==> src/hw/rtl/bpq_ram.sv <==
// Generic single-port RAM with registered read.
// No dependencies.
module bpq_ram #(
  parameter int Width = 8,
  parameter int Depth = 16
) (
  input  logic                     clk_i,
  input  logic                     we_i,
  input  logic [$clog2(Depth)-1:0] addr_i,
  input  logic [Width-1:0]         wdata_i,
  output logic [Width-1:0]         rdata_o
);
  logic [Width-1:0] mem_q [Depth];
  always_ff @(posedge clk_i) begin
    if (we_i) begin
      mem_q[addr_i] <= wdata_i;
    end
    rdata_o <= mem_q[addr_i];
  end
endmodule
==> config.mk <==
export PLATFORM = sky130hd
export DESIGN_NAME = bpq_ram
export DESIGN_NICKNAME = d
export VERILOG_FILES = /design/src/hw/rtl/bpq_ram.sv
export SDC_FILE = /design/constraint.sdc
export NUM_CORES = 1
export LEC_CHECK = 0
export BUFFER_PORTS_ARGS = -buffer_cell sky130_fd_sc_hd__buf_4
export CAP_MARGIN = 30
export CORE_ASPECT_RATIO = 0.9
export CORE_MARGIN = 3
export CORE_UTILIZATION = 65
export DETAILED_ROUTE_END_ITERATION = 12
export GPL_ROUTABILITY_DRIVEN = 0
export GPL_TIMING_DRIVEN = 0
export PLACE_DENSITY = 0.82
export SKIP_CTS_REPAIR_TIMING = 1
export SLEW_MARGIN = 25
export SYNTH_ARGS = -nofsm -noshare
export SYNTH_HDL_FRONTEND = slang
export SYNTH_SLANG_ARGS = --single-unit
==> constraint.sdc <==
create_clock -name clk_i -period 4.43 [get_ports clk_i]
set_clock_uncertainty 0.15 [all_clocks]
set_input_delay 0.886 -clock clk_i [delete_from_list [all_inputs] [get_ports clk_i]]
set_output_delay 0.886 -clock clk_i [all_outputs]
set_load 0.05 [all_outputs]
==> run summary <==
multi-input logic area: 1020 µm²
sequential fraction of the synthesis area: 79.0%
Clk network pwr share: 45.6%
min-delay worst type: in -> reg
PD cells: 503 nW/µm²
Worst EP required: 4420 ps
Num CTS Buffers: 17
Finished Cell Area: 5920 µm²
Slew HR: 47.6%
Nets: 282
fillcell total: 342
Longest Clk Path Bufs: 2
Critical Path AT: 2660 ps
Post-Syn Nets: 244
HPWL after DPL: 6060 µm
via/cell ratio: 6.70
post-synthesis adder-cell area fraction: 0%
die area: 8890 µm²
Setup TNS: 0 ps
most frequent cells in the layout: 128 x edfxtp_1, 32 x mux4_2, 19 x buf_4, 16 x a22oi_1, 16 x clkbuf_16
routed len/inst: 27.7 µm
CTS root buf: clkbuf_8
first-pass GRT wire length: 15800 µm
Syn-to-layout area delta: 16.8%
drt drc: 0
RSZ-0062 raised after global routing: false
Final ANT Viol Nets: 0
Starting Density: 69.5%
Routed WL: 10400 µm
Slew @ Worst Pin: 783 ps
DRT iter0 DRCs: 416
Reg clk slew, reported paths: 60 ps
switching share of power: 21.1%
largest family of logic cells by synthesized area: multiplexers
status: finished, final reports clean
worst skew pair latency: 520 ps
number of antenna violations at the first check in global routing: 0
post-synthesis cell type count: 18
minimum clock period: 2660 ps
FMAX: 375 MHz
Seq cells post-synth: 136
synthesized area: 5070 µm²
CP Class: in -> reg
Post-Place Cells: 342
commonest non-fill, non-tap cell in the layout: edfxtp_1
Yosys warning total: 0
core area: 7290 µm²
share of layout cells above drive strength 1: 31.7%
Max Cap Violations: 0
post-route clock period utilization: 60.1%
final setup vio count: 0
leakage: 1.93 nW
Synth Instances: 230
Worst Path Max Fanout: 10
CTS tree: done
simple-gate area share of the yosys netlist: 3.21%
Compound-Gate Fraction of Synth Area: 2.37%
routed via count: 2504
# port buffers: 19
number of global-route vias before repair: 2609
Yosys top cell by area: edfxtp_1
clock sinks: 136
die height: 89.8 µm
final cell count without fillers: 374
post-synthesis mux area share: 14.2%
Die X: 99.1 µm
final hold violations: 0
register area: 4000 µm²
synthesized area per cell: 22.0 µm²
largest net degree at the start of global routing: 17
P_int: 0.00235 W
xor and xnor area share after synthesis: 0%
sequential share of power: 48.6%
synth top area cells: edfxtp_1 76%, mux4_2 14%, dfxtp_1 3.2%
combinational fraction of design power: 5.8%
switching power: 0.000630 W
Rows: 29
Worst setup EP type: flop
1st-pass router iterations: 5
max-slew violations: 0
gr usage total: 25.5%
I/O pin total: 22
CTS HTree Levels: 4
area share of the largest cell type after synthesis: 75.9%
CP Launch Type: input pin
Worst IR Drop VDD: 0.000530 V
antenna cells: 0
grt total ovfl: 0
post-placement cell area: 5350 µm²
-- final timing paths --
check,endpoint,slack (ps),from,cells after the start
worst max-delay path,mem_q[3][1]$_DFFE_PP_,1770,addr_i[1],4
worst min-delay path,mem_q[5][3]$_DFFE_PP_,550,wdata_i[3],1
worst max register to register,rdata_o[4]$_DFF_P_,2850,mem_q[7][4]$_DFFE_PP_,3
worst min register to register,rdata_o[4]$_DFF_P_,550,mem_q[11][4]$_DFFE_PP_,3
-- layout make-up --
class,instances,area share [%]
Clock inverter,14,2.64
Buffer,11,1.01
Timing Repair Buffer,19,2.41
Tap cell,93,1.97
Multi-Input combinational cell,83,17.3
Clock buffer,18,7.06
Sequential cell,136,67.6
-- per-stage QoR --
step           util (%)  total power (W)  setup WS, ps  hold WS, ps
5_1_grt            81.2          0.00306          1670          541
3_5_place_dp       73.3          0.00165          1290          523
6_report           81.2          0.00298          1770          546
4_1_cts            81.2          0.00300          1820          532
2_1_floorplan         -          0.00158          1900          485
3_3_place_gp       73.0          0.00164          1390          521
-- power groups by stage --
stage	registers, W	logic (W)	clock network, W
after floorplan	0.00150	0.0000741	0
after global placement	0.00147	0.000166	0
after detailed placement	0.00147	0.000172	0
after CTS	0.00145	0.000175	0.00137
after global routing	0.00145	0.000184	0.00143
final	0.00145	0.000174	0.00136
-- flip-flops by register name (all words and copies together) (netlist names) --
register,cells
mem_q,128
rdata_o,8
-- worst max-delay path, stage by stage --
cell	delay, ps
buf_2	270
buf_1	530
nand2_1	290
nor2_1	680
-- layer usage --
metal	wire [µm]	track usage [%]
met2	5120	37.8
met4	180	9.33
met1	3940	36.6
met5	0	0
met3	1120	7.89
-- cells by family (layout without fill, tap and decap cells) --
group	Yosys count	in the layout
flops	136	136
simple gates	35	35
mux	32	32
compound gates	16	16
buf+inv	11	62
-- synthesized netlist by cell type, drive strengths merged --
cell type	n
edfxtp	128
mux4	32
a22oi	16
nor2	13
nand2	9
buf	8
dfxtp	8
nor3	4
clkbuf	3
nand2b	2
nand3b	2
nor2b	2
and2	1
nand3	1
or3b	1
No activity file was read; power rests on OpenSTA's default activity.
